### src/dbca_pkg.sv
// ----------------------------------------------------------------------------
// dbca_pkg: shared types and constants for the button coordinate adjuster
// Register indexes, reset values, field widths and the per-button status
// struct that the debounce lanes hand to the top level.
// ----------------------------------------------------------------------------
`timescale 1ns / 1ps
`default_nettype none

package dbca_pkg;

  // Fixed geometry
  localparam int NumButtons = 4;
  localparam int LevelW     = 4;
  localparam int HoldW      = 8;
  localparam int StepW      = 16;
  localparam int BoundW     = 24;
  localparam int OutW       = 24;
  localparam int CfgIdxW    = 3;
  localparam int CfgDataW   = 24;

  // Configuration register indexes
  localparam logic [CfgIdxW-1:0] REG_HOLD_TICKS = 3'd0;
  localparam logic [CfgIdxW-1:0] REG_STEP_SIZE  = 3'd1;
  localparam logic [CfgIdxW-1:0] REG_LAT_LOW    = 3'd2;
  localparam logic [CfgIdxW-1:0] REG_LAT_HIGH   = 3'd3;
  localparam logic [CfgIdxW-1:0] REG_LON_LOW    = 3'd4;
  localparam logic [CfgIdxW-1:0] REG_LON_HIGH   = 3'd5;

  // Button roles
  localparam int BtnLatDown = 0;
  localparam int BtnLatUp   = 1;
  localparam int BtnLonDown = 2;
  localparam int BtnLonUp   = 3;

  // Reset values
  localparam logic [HoldW-1:0]  HoldTicksRst = 8'd10;
  localparam logic [StepW-1:0]  StepSizeRst  = 16'd10;
  localparam logic [BoundW-1:0] LatLowRst    = 24'd1512980;
  localparam logic [BoundW-1:0] LatHighRst   = 24'd1522980;
  localparam logic [BoundW-1:0] LonLowRst    = 24'd5272355;
  localparam logic [BoundW-1:0] LonHighRst   = 24'd5282355;
  localparam logic [BoundW-1:0] LatCoordRst  = 24'd1522980;
  localparam logic [BoundW-1:0] LonCoordRst  = 24'd5272355;

  // Per-button status after the current tick
  typedef struct packed {
    logic pressed;  // debounced press held
    logic fire;     // first tick of this press: step the coordinate
  } lane_status_t;

endpackage

`default_nettype wire

### src/debounced_button_coordinate_adjust.sv
// ----------------------------------------------------------------------------
// debounced_button_coordinate_adjust: four-button debounced coordinate stepper
// Debounces four button levels per tick and steps latitude and longitude
// within configurable bounds on the first tick of each press.
// ----------------------------------------------------------------------------
//
//  channel | direction | handshake             | payload
//  --------+-----------+-----------------------+-----------------------------
//  in      | request   | in_valid_i/in_stall_o | button_levels_i
//  out     | result    | out_valid_o/out_stall_i | lat_value_o, lon_value_o,
//          |           |                       | pressed_mask_o
//  cfg     | write     | cfg_we_i              | cfg_idx_i, cfg_data_i
//
//  One request per cycle sustained while no result is stalled; out_valid_o
//  follows the accepting edge through the input register, then the result
//  register. The debounce lanes and both steppers are combinational between
//  the input register and the result register.
//  Reset restores all registers but the data ones and clears the lanes; no clearing pass.
//  A stalled result holds; the input register still takes one more request,
//  then in_stall_o rises until the result is taken.
// ----------------------------------------------------------------------------
`timescale 1ns / 1ps
`default_nettype none

module debounced_button_coordinate_adjust #(
  parameter int COORD_BITS = 24
) (
  input  wire logic                               clk_i,
  input  wire logic                               rst_ni,
  // configuration
  input  wire logic                               cfg_we_i,
  input  wire logic [dbca_pkg::CfgIdxW-1:0]       cfg_idx_i,
  input  wire logic [dbca_pkg::CfgDataW-1:0]      cfg_data_i,
  // input requests
  input  wire logic                               in_valid_i,
  output logic                                    in_stall_o,
  input  wire logic [dbca_pkg::LevelW-1:0]        button_levels_i,
  // results
  output logic                                    out_valid_o,
  input  wire logic                               out_stall_i,
  output logic      [dbca_pkg::OutW-1:0]          lat_value_o,
  output logic      [dbca_pkg::OutW-1:0]          lon_value_o,
  output logic      [dbca_pkg::LevelW-1:0]        pressed_mask_o
);

  localparam int WideW = (COORD_BITS > dbca_pkg::OutW) ? COORD_BITS : dbca_pkg::OutW;
  localparam logic [COORD_BITS-1:0] LatRst = COORD_BITS'(dbca_pkg::LatCoordRst);
  localparam logic [COORD_BITS-1:0] LonRst = COORD_BITS'(dbca_pkg::LonCoordRst);

  // Configuration registers
  logic [dbca_pkg::HoldW-1:0]  hold_ticks_q;
  logic [dbca_pkg::StepW-1:0]  step_size_q;
  logic [dbca_pkg::BoundW-1:0] lat_low_q, lat_high_q, lon_low_q, lon_high_q;

  always_ff @(posedge clk_i or negedge rst_ni) begin
    if (!rst_ni) begin
      hold_ticks_q <= dbca_pkg::HoldTicksRst;
      step_size_q  <= dbca_pkg::StepSizeRst;
      lat_low_q    <= dbca_pkg::LatLowRst;
      lat_high_q   <= dbca_pkg::LatHighRst;
      lon_low_q    <= dbca_pkg::LonLowRst;
      lon_high_q   <= dbca_pkg::LonHighRst;
    end else if (cfg_we_i) begin
      case (cfg_idx_i)
        dbca_pkg::REG_HOLD_TICKS: hold_ticks_q <= cfg_data_i[dbca_pkg::HoldW-1:0];
        dbca_pkg::REG_STEP_SIZE:  step_size_q  <= cfg_data_i[dbca_pkg::StepW-1:0];
        dbca_pkg::REG_LAT_LOW:    lat_low_q    <= cfg_data_i;
        dbca_pkg::REG_LAT_HIGH:   lat_high_q   <= cfg_data_i;
        dbca_pkg::REG_LON_LOW:    lon_low_q    <= cfg_data_i;
        dbca_pkg::REG_LON_HIGH:   lon_high_q   <= cfg_data_i;
        default: ;
      endcase
    end
  end

  // Handshake and input register
  logic                          s1_valid_q;
  logic [dbca_pkg::LevelW-1:0]   s1_levels_q;
  logic                          out_ready;
  logic                          s1_adv;
  logic                          in_acc;

  assign out_ready  = ~out_valid_o | ~out_stall_i;
  assign s1_adv     = s1_valid_q & out_ready;
  assign in_stall_o = s1_valid_q & ~out_ready;
  assign in_acc     = in_valid_i & ~in_stall_o;

  always_ff @(posedge clk_i or negedge rst_ni) begin
    if (!rst_ni) begin
      s1_valid_q <= 1'b0;
    end else if (in_acc) begin
      s1_valid_q <= 1'b1;
    end else if (s1_adv) begin
      s1_valid_q <= 1'b0;
    end
  end

  always_ff @(posedge clk_i) begin
    if (in_acc) begin
      s1_levels_q <= button_levels_i;
    end
  end

  // Debounce lanes
  dbca_pkg::lane_status_t        lane_st [dbca_pkg::NumButtons];
  logic [dbca_pkg::LevelW-1:0]   mask_d;

  for (genvar k = 0; k < dbca_pkg::NumButtons; k++) begin : g_lane
    dbca_lane u_lane (
      .clk_i        (clk_i),
      .rst_ni       (rst_ni),
      .en_i         (s1_adv),
      .level_i      (s1_levels_q[k]),
      .hold_ticks_i (hold_ticks_q),
      .status_o     (lane_st[k])
    );
    assign mask_d[k] = lane_st[k].pressed;
  end

  // Coordinate steppers
  logic [COORD_BITS-1:0] lat_d, lon_d;
  logic [WideW-1:0]      lat_w, lon_w;

  dbca_coord #(
    .CoordBits (COORD_BITS),
    .ResetVal  (LatRst)
  ) u_lat (
    .clk_i   (clk_i),
    .rst_ni  (rst_ni),
    .en_i    (s1_adv),
    .dn_i    (lane_st[dbca_pkg::BtnLatDown].fire),
    .up_i    (lane_st[dbca_pkg::BtnLatUp].fire),
    .step_i  (step_size_q),
    .low_i   (lat_low_q),
    .high_i  (lat_high_q),
    .value_o (lat_d)
  );

  dbca_coord #(
    .CoordBits (COORD_BITS),
    .ResetVal  (LonRst)
  ) u_lon (
    .clk_i   (clk_i),
    .rst_ni  (rst_ni),
    .en_i    (s1_adv),
    .dn_i    (lane_st[dbca_pkg::BtnLonDown].fire),
    .up_i    (lane_st[dbca_pkg::BtnLonUp].fire),
    .step_i  (step_size_q),
    .low_i   (lon_low_q),
    .high_i  (lon_high_q),
    .value_o (lon_d)
  );

  assign lat_w = WideW'(lat_d);
  assign lon_w = WideW'(lon_d);

  // Result register
  always_ff @(posedge clk_i or negedge rst_ni) begin
    if (!rst_ni) begin
      out_valid_o <= 1'b0;
    end else if (s1_adv) begin
      out_valid_o <= 1'b1;
    end else if (!out_stall_i) begin
      out_valid_o <= 1'b0;
    end
  end

  always_ff @(posedge clk_i) begin
    if (s1_adv) begin
      lat_value_o    <= lat_w[dbca_pkg::OutW-1:0];
      lon_value_o    <= lon_w[dbca_pkg::OutW-1:0];
      pressed_mask_o <= mask_d;
    end
  end

endmodule

`default_nettype wire

### src/dbca_lane.sv
// ----------------------------------------------------------------------------
// dbca_lane: debounce lane for one button
// Saturating hold counter plus pressed and acted flags. Reports the status
// after the tick in flight and commits it when the tick advances.
// ----------------------------------------------------------------------------
`timescale 1ns / 1ps
`default_nettype none

module dbca_lane (
  input  wire logic                            clk_i,
  input  wire logic                            rst_ni,
  input  wire logic                            en_i,
  input  wire logic                            level_i,
  input  wire logic [dbca_pkg::HoldW-1:0]      hold_ticks_i,
  output dbca_pkg::lane_status_t               status_o
);

  logic [dbca_pkg::HoldW-1:0] cnt_q, cnt_d;
  logic                       pressed_q, pressed_d;
  logic                       acted_q, acted_d;

  // Next state for this tick
  always_comb begin
    cnt_d     = cnt_q;
    pressed_d = pressed_q;
    acted_d   = acted_q;
    if (!level_i) begin
      cnt_d     = '0;
      pressed_d = 1'b0;
      acted_d   = 1'b0;
    end else begin
      if (cnt_q < hold_ticks_i) begin
        cnt_d = cnt_q + 1'b1;
      end
      if (cnt_d >= hold_ticks_i) begin
        pressed_d = 1'b1;
      end
      acted_d = acted_q | pressed_d;
    end
  end

  assign status_o.pressed = pressed_d;
  assign status_o.fire    = pressed_d & ~acted_q;

  always_ff @(posedge clk_i or negedge rst_ni) begin
    if (!rst_ni) begin
      cnt_q     <= '0;
      pressed_q <= 1'b0;
      acted_q   <= 1'b0;
    end else if (en_i) begin
      cnt_q     <= cnt_d;
      pressed_q <= pressed_d;
      acted_q   <= acted_d;
    end
  end

endmodule

`default_nettype wire

### src/dbca_coord.sv
// ----------------------------------------------------------------------------
// dbca_coord: bounded coordinate stepper
// Holds one coordinate. A down step (applied first) and then an up step,
// each taken only while the value is strictly inside its bound.
// ----------------------------------------------------------------------------
`timescale 1ns / 1ps
`default_nettype none

module dbca_coord #(
  parameter int                   CoordBits = 24,
  parameter logic [CoordBits-1:0] ResetVal  = '0
) (
  input  wire logic                          clk_i,
  input  wire logic                          rst_ni,
  input  wire logic                          en_i,
  input  wire logic                          dn_i,
  input  wire logic                          up_i,
  input  wire logic [dbca_pkg::StepW-1:0]    step_i,
  input  wire logic [dbca_pkg::BoundW-1:0]   low_i,
  input  wire logic [dbca_pkg::BoundW-1:0]   high_i,
  output logic      [CoordBits-1:0]          value_o
);

  localparam int CmpW = (CoordBits > dbca_pkg::BoundW) ? CoordBits : dbca_pkg::BoundW;

  logic [CoordBits-1:0] coord_q, coord_d;
  logic [CoordBits-1:0] after_dn;
  logic [CoordBits-1:0] step_ext;

  assign step_ext = CoordBits'(step_i);

  // Down step, then up step on the result (wraps modulo the register width)
  always_comb begin
    after_dn = coord_q;
    if (dn_i && (CmpW'(coord_q) > CmpW'(low_i))) begin
      after_dn = coord_q - step_ext;
    end
    coord_d = after_dn;
    if (up_i && (CmpW'(after_dn) < CmpW'(high_i))) begin
      coord_d = after_dn + step_ext;
    end
  end

  assign value_o = coord_d;

  always_ff @(posedge clk_i or negedge rst_ni) begin
    if (!rst_ni) begin
      coord_q <= ResetVal;
    end else if (en_i) begin
      coord_q <= coord_d;
    end
  end

endmodule

`default_nettype wire

### config.mk
export PLATFORM = sky130hd
export DESIGN_NAME = debounced_button_coordinate_adjust
export DESIGN_NICKNAME = d
export VERILOG_FILES = /design/src/dbca_pkg.sv /design/src/debounced_button_coordinate_adjust.sv /design/src/dbca_lane.sv /design/src/dbca_coord.sv
export SDC_FILE = /design/constraint.sdc
export NUM_CORES = 1
export LEC_CHECK = 0
export ABC_CLOCK_PERIOD_IN_PS = 8700
export BUFFER_PORTS_ARGS = -buffer_cell sky130_fd_sc_hd__buf_4
export CAP_MARGIN = 20
export CORE_AREA = 2 2 184 186
export DETAILED_ROUTE_END_ITERATION = 16
export DIE_AREA = 0 0 186 188
export PLACE_DENSITY = 0.8
export SYNTH_ARGS = -nofsm -noshare
export SYNTH_HDL_FRONTEND = slang
export SYNTH_HIERARCHICAL = 1
export SYNTH_SLANG_ARGS = --single-unit
export TNS_END_PERCENT = 100
### constraint.sdc
create_clock -name clk_i -period 8.7 [get_ports clk_i]
set_input_delay 1.74 -clock clk_i [delete_from_list [all_inputs] [get_ports clk_i]]
set_output_delay 1.74 -clock clk_i [all_outputs]
set_load 0.005 [all_outputs]
---- Yosys cells after proc, flatten, opt, wreduce, memory -nomap -nowiden ----
Index checks and enable logic that the tools add are counted.
word-level totals
  output and inout port bits .............. 54
  word-level logic and storage cells ...... 120
  flip-flop bits (word level) ............. 266
operators by class
  reduce and logical (&&, ||, !) cells .... 12
  bitwise operators ....................... 20
  magnitude comparators ................... 12
  equality and inequality tests ........... 6
  mux-type cells .......................... 36
  $add $sub $neg .......................... 8
operator list
  cell                                                             count
  24-bit 2-to-1 mux                                                4
  8-bit 2-to-1 mux                                                 12
  24-bit by 16-bit adder with 24-bit output                        2
  24-bit greater-than comparator                                   2
  24-bit less-than comparator                                      2
  24-bit by 16-bit subtractor with 24-bit output                   2
  8-bit by 1-bit adder with 8-bit output, second input constant    4
  8-bit greater-or-equal comparator                                4
  8-bit less-than comparator                                       4
  1-bit 2-to-1 mux                                                 20
  2-bit AND reduction                                              6
  1-bit inverter                                                   8
  1-bit AND                                                        7
  3-bit by 2-bit == test with 1-bit output, second input constant  2
  3-bit == test, second input constant                             2
  1-bit bitwise OR                                                 5
  1-bit logical AND                                                4
  3-bit by 1-bit == test with 1-bit output, second input constant  1
  3-bit zero test                                                  1
  2-bit by 1-bit != test with 1-bit output, second input constant  1
  2-bit nonzero test                                               1

---- Depth between registers and ports, before layout ----
  depth in word-level cells ............... 13
  gate-level depth with buffers ........... 32
  depth with buffers taken out ............ 30

---- By module ----
The synthesis kept the hierarchy.
modules (own cells, without submodules)
  module                              area each (sq um)  cells an instance  times used
  debounced_button_coordinate_adjust  6543.8             323                1
  dbca_coord at u_lon                 4541.9             571                1
  dbca_coord at u_lat                 4494.3             553                1
  dbca_lane                           1006.0             116                4

---- Worst setup path after synthesis ----
Ideal clock, no wire load.
  path kind ............................... input port to flip-flop
  from .................................... in out_stall_i
  to ...................................... reg u_lon.coord_q[18]
  data required time ...................... 8.613 ns
  library setup time ...................... 0.087 ns
  arrival time ............................ 7.365 ns
  stages on the path ...................... 4
  path slack .............................. 1.248 ns
  path buffers ............................ 0
  path through ............................ a21boi_0 inv_1 or4_1 o211ai_1
on the way
  longest elaborated chain between the ends .. 3
ends and longest elaborated chain
  item                    line                                      text
  start: declaration      debounced_button_coordinate_adjust.sv:40  input wire logic out_stall_i,
  1-bit inverter          debounced_button_coordinate_adjust.sv:83  assign out_ready = ~out_valid_o | ~out_stall_i;
  1-bit bitwise OR        debounced_button_coordinate_adjust.sv:83
  1-bit AND               debounced_button_coordinate_adjust.sv:84  assign s1_adv = s1_valid_q & out_ready;
  end signal: assignment  dbca_coord.sv:48                          coord_q <= ResetVal;
  end signal: assignment  dbca_coord.sv:50                          coord_q <= coord_d;
  end: declaration        dbca_coord.sv:26                          logic [CoordBits-1:0] coord_q, coord_d;
Every way passes these cells.
A chain may end at the register's enable or synchronous reset.

==> results list <==
* Run status: complete, no violations
- Overall Global Routing Usage: 27.1%
* Number of slew-limit violations in the final report: 0
- Antenna Violating Nets Remaining: 0
- For this run, the number of standard cells in the final layout without fillers is 2472.
- For the final database, setup skew stands at ~0.023 ns.
- Largest stage delay on the critical path: a little over 0.6 ns
* Count of buffers from port buffering: 89
- In this run the power density over the cells is approximately 360 nW/µm².
- The worst register-to-register path has a depth of 29.
* Setup-violating endpoint count in the final report: 0
- DP Worst Slack: 0.295 ns
- The die covers 35000 µm².
- Max-cap violations: 0
* Finished Core Util: roughly two thirds
* Final critical-path setup slack: 0.439 ns
- The synthesized design spends more area on one cell type than any other, namely sky130_fd_sc_hd__dfrtp_1.
- Initial antenna violation count: 1
* Die width: 186 µm
* DRC marker count from the first detailed-route iteration: roughly 850
- Fmax: ~120 MHz
* Total number of clock tree sinks: approximately 270
* Leading cell types by total area after synthesis: sky130_fd_sc_hd__dfrtp_1 (19%), sky130_fd_sc_hd__ha_1 (15%), sky130_fd_sc_hd__dfstp_2 (8.7%), sky130_fd_sc_hd__mux2_2 (8.6%), sky130_fd_sc_hd__edfxtp_1 (8.6%)
* Worst-Skew Late Latency: 0.57 ns
- No sink is reached through more buffers than the 3 on the longest clock path.
- Number of CTS-inserted buffers: 30
* Global-route wire length before repair: 76.3 mm
- Number of hold violations in the final report: 0
- Crit share post-route: 95.0%
- Summed over all failing endpoints, the final setup total negative slack is 0 ns.
* Hold-critical path depth: 1
- Total via count in the routed design: 15069
- For this design the static power due to leakage is 10.0 nW.
* Simple-gate portion of the synthesized area: roughly 12%
- Setup repair after global routing left no endpoint under its margin.
- Area growth, synth to finish: 10.9%
* Hold WC Path Type: flop to flop
- Setup Buffers After CTS: 0
* Diode insertion count for antenna repair: 0
* Cell count after synthesis: around 1900
- The most used flip-flop cell after synthesis is sky130_fd_sc_hd__dfrtp_1.
- Summing the areas of all compound-gate instances in the mapped netlist gives 15.6% of the synthesized area.
- Detailed placement finished with a half-perimeter wire length of about 36 mm.
* Net Switching: approximately 0.0033 W
- The first detailed-routing pass ran for 7 iterations.
* Worst VDD drop: 0.204 mV
- Effective utilization at floorplan: 59.2%
* Number of cells in the design after placement: about 2400
- Clock share of power: 17.0%
- Clock tree from TritonCTS: built
- Synth Area in Adders: 15.0%
- Register area share after synthesis: 35.8%
- Worst hold slack across all endpoints: 0.491 ns
- Detailed-route wire length per cell: 19.1 µm
- For this run, the number of Yosys warnings is 6.
- Summing the areas of all xor and xnor instances in the mapped netlist gives 4.29% of the synthesized area.
* Switch share: 41.9%
- Clock-pin slew was measured on the worst setup and hold paths at 0.06 ns.
- In the synthesized netlist the async set-or-reset flop fraction comes to 78.9%.
- The critical path is of the flop to flop type.
* Kind of start point of the critical path: flop
* Post-synthesis mux area share: 11.6%
* WP data required: 8.98 ns
- The die is 188 µm tall.
* Core area: 33100 µm²
- Synth Net Count: 2179
- Row generation in the floorplan step produced 67 rows.
- Part of the total power dissipated in combinational logic: 54.9%
* CTS HTree Levels: 1
* Final global-route overflow total: 0
* Critical path endpoint category: flop
- STA puts the critical path data arrival time at 8.54 ns.
- The net count of the finished layout is 2268.
- 90 I/O pins were placed.
* Final estimated routing congestion in global placement: roughly 0.97
* Largest fanout on the critical path: 23
- The average instance in the mapped netlist occupies 10.3 µm².
- The routed design has roughly 47 mm of wire.
- In this run the tightest slew margin relative to its limit is 33.2%.
* Summed instance area of the synthesized netlist: 19600 µm²
- Summed over its instances, the top area cell type makes up 18.5% of the synthesized netlist area.
- Leading cell type in the layout, fill and taps excluded: sky130_fd_sc_hd__ha_1
- Transition time at the pin with the least slew margin: 1.00 ns
- Cell with the largest stage delay on the worst path: sky130_fd_sc_hd__nor3b_1
* Number of synthesized flops with an enable pin: 56
- Entering global routing, the biggest net connects roughly 130 pins.
- Cell variety after synth: 94
- Of the cells placed in the final design, the portion with a size suffix greater than 1 is 22.7%.
- Min cycle time layout: 8.26 ns
- In the layout the commonest cells are sky130_fd_sc_hd__ha_1 (228), sky130_fd_sc_hd__inv_1 (213), sky130_fd_sc_hd__mux2_2 (150).
- Number of hold buffers added after CTS: 0
- By area, the combinational part of the netlist is dominated by compound AO/OA/AOI/OAI gates.
- Number of register bits inferred by synthesis: about 270
- Registers are responsible for 28.1% of the overall power.
* Clock tree root buffer cell: sky130_fd_sc_hd__clkbuf_16
- Post-CTS repair changed the size of 0 cells.
- The via count of the first global-routing pass came to between 15000 and 20000.
* Total DRC errors in the routed layout: 0
- The internal portion of the total power is ~0.0045 W.
* Mean number of vias per cell: 6.10
[cell families (layout without fill, tap and decap cells)]
logic type / Yosys count / in the layout
adder cells (fa/ha/maj): 232 / 232
multiplexers: 192 / 192
XOR/XNOR: 96 / 96
AO/OA/AOI/OAI: 432 / 432
flip-flops: 266 / 266
AND/OR/NAND/NOR: 432 / 432
buffers and inverters: 261 / 374
[through the flow]
stage	area (µm²)	total power (W)
global placement	20600	0.00620
CTS	21700	0.00777
finish	21700	0.00781
floorplan	19600	0.00526
global route	21700	0.00841
detailed placement	20700	0.00638
[synthesized netlist by cell type (23+ instances only)]
master and number:
sky130_fd_sc_hd__ha_1 228, sky130_fd_sc_hd__inv_1 213, sky130_fd_sc_hd__mux2_2 150, sky130_fd_sc_hd__dfrtp_1 145, sky130_fd_sc_hd__nand2_1 110, sky130_fd_sc_hd__a21oi_1 100
sky130_fd_sc_hd__nor2_1 76, sky130_fd_sc_hd__o21ai_0 71, sky130_fd_sc_hd__dfstp_2 65, sky130_fd_sc_hd__xnor2_1 64, sky130_fd_sc_hd__edfxtp_1 56, sky130_fd_sc_hd__a21o_1 42
sky130_fd_sc_hd__nand3_1 39, sky130_fd_sc_hd__mux2_4 34, sky130_fd_sc_hd__xor2_1 32, sky130_fd_sc_hd__nand4_1 29, sky130_fd_sc_hd__nand2b_1 23
[metal layers]
metal	up-vias	part of all wire (%)	GRT usage, %
met3	145	4.8	2.74
met5	-	0.019	0
met1	7266	42	34.6
met2	483	48	45.9
met4	2	4.9	12.8
li1	7173	-	-
[state kept, by name, summed over array words and instances (netlist names)]
name / count
lat_low_q: 24
out_valid_o: 1
lon_low_q: 24
s1_valid_q: 1
lon_value_o: 24
lat_high_q: 24
hold_ticks_q: 8
u_lat/coord_q: 24
s1_levels_q: 4
pressed_mask_o: 4
g_lane.u_lane/pressed_q: 4
lat_value_o: 24
step_size_q: 16
lon_high_q: 24
g_lane.u_lane/acted_q: 4
g_lane.u_lane/cnt_q: 32
u_lon/coord_q: 24
[worst max-delay path, delay by kind of cell, from the launching register on]
| kind | cells | cell delay, ns |
|---|---|---|
| xor gates and xnor gates | 2 | 0.29 |
| DFF | 1 | 0.56 |
| AOI/OAI and AO/OA | 14 | 3.67 |
| adders and majority gates | 4 | 1.20 |
| and+or+nand+nor | 6 | 1.64 |
| buffers and inverters | 3 | 0.61 |
[power by group through the flow]
| stage | registers (W) | logic (W) | clock network (W) |
|---|---|---|---|
| after floorplan | 0.00206 | 0.00320 | 0 |
| after global placement | 0.00219 | 0.00400 | 0 |
| after detailed placement | 0.00221 | 0.00418 | 0 |
| after CTS | 0.00219 | 0.00423 | 0.00135 |
| after global routing | 0.00224 | 0.00477 | 0.00140 |
| final | 0.00220 | 0.00428 | 0.00133 |
[path summary, 6_finish.rpt]
check | startpoint | to | slack, ns
setup / recovery | hold_ticks_q[3]$_DFFE_PN1P_ | lon_value_o[18]$_DFFE_PP_ | 0.44
setup reg to reg | hold_ticks_q[3]$_DFFE_PN1P_ | lon_value_o[18]$_DFFE_PP_ | 0.44
min in group asynchronous | rst_ni | u_lat/coord_q[19]$_DFFE_PN0P_ | 1.19
hold / removal | g_lane[0].u_lane/pressed_q$_DFFE_PN0P_ | g_lane[0].u_lane/pressed_q$_DFFE_PN0P_ | 0.49
hold reg to reg | g_lane[0].u_lane/pressed_q$_DFFE_PN0P_ | g_lane[0].u_lane/pressed_q$_DFFE_PN0P_ | 0.49
max in group asynchronous | rst_ni | u_lon/coord_q[4]$_DFFE_PN0P_ | 6.34
[layout make-up]
class,instances,area (µm²)
clock buffers,47,972
clock inverters,9,81.3
fillers,2539,11400
inverters,213,800
multi-input cells,1384,11500
flip-flops and latches,266,7020
well taps,448,561
repair buffers,105,825
(Power assumes the default switching activity.)
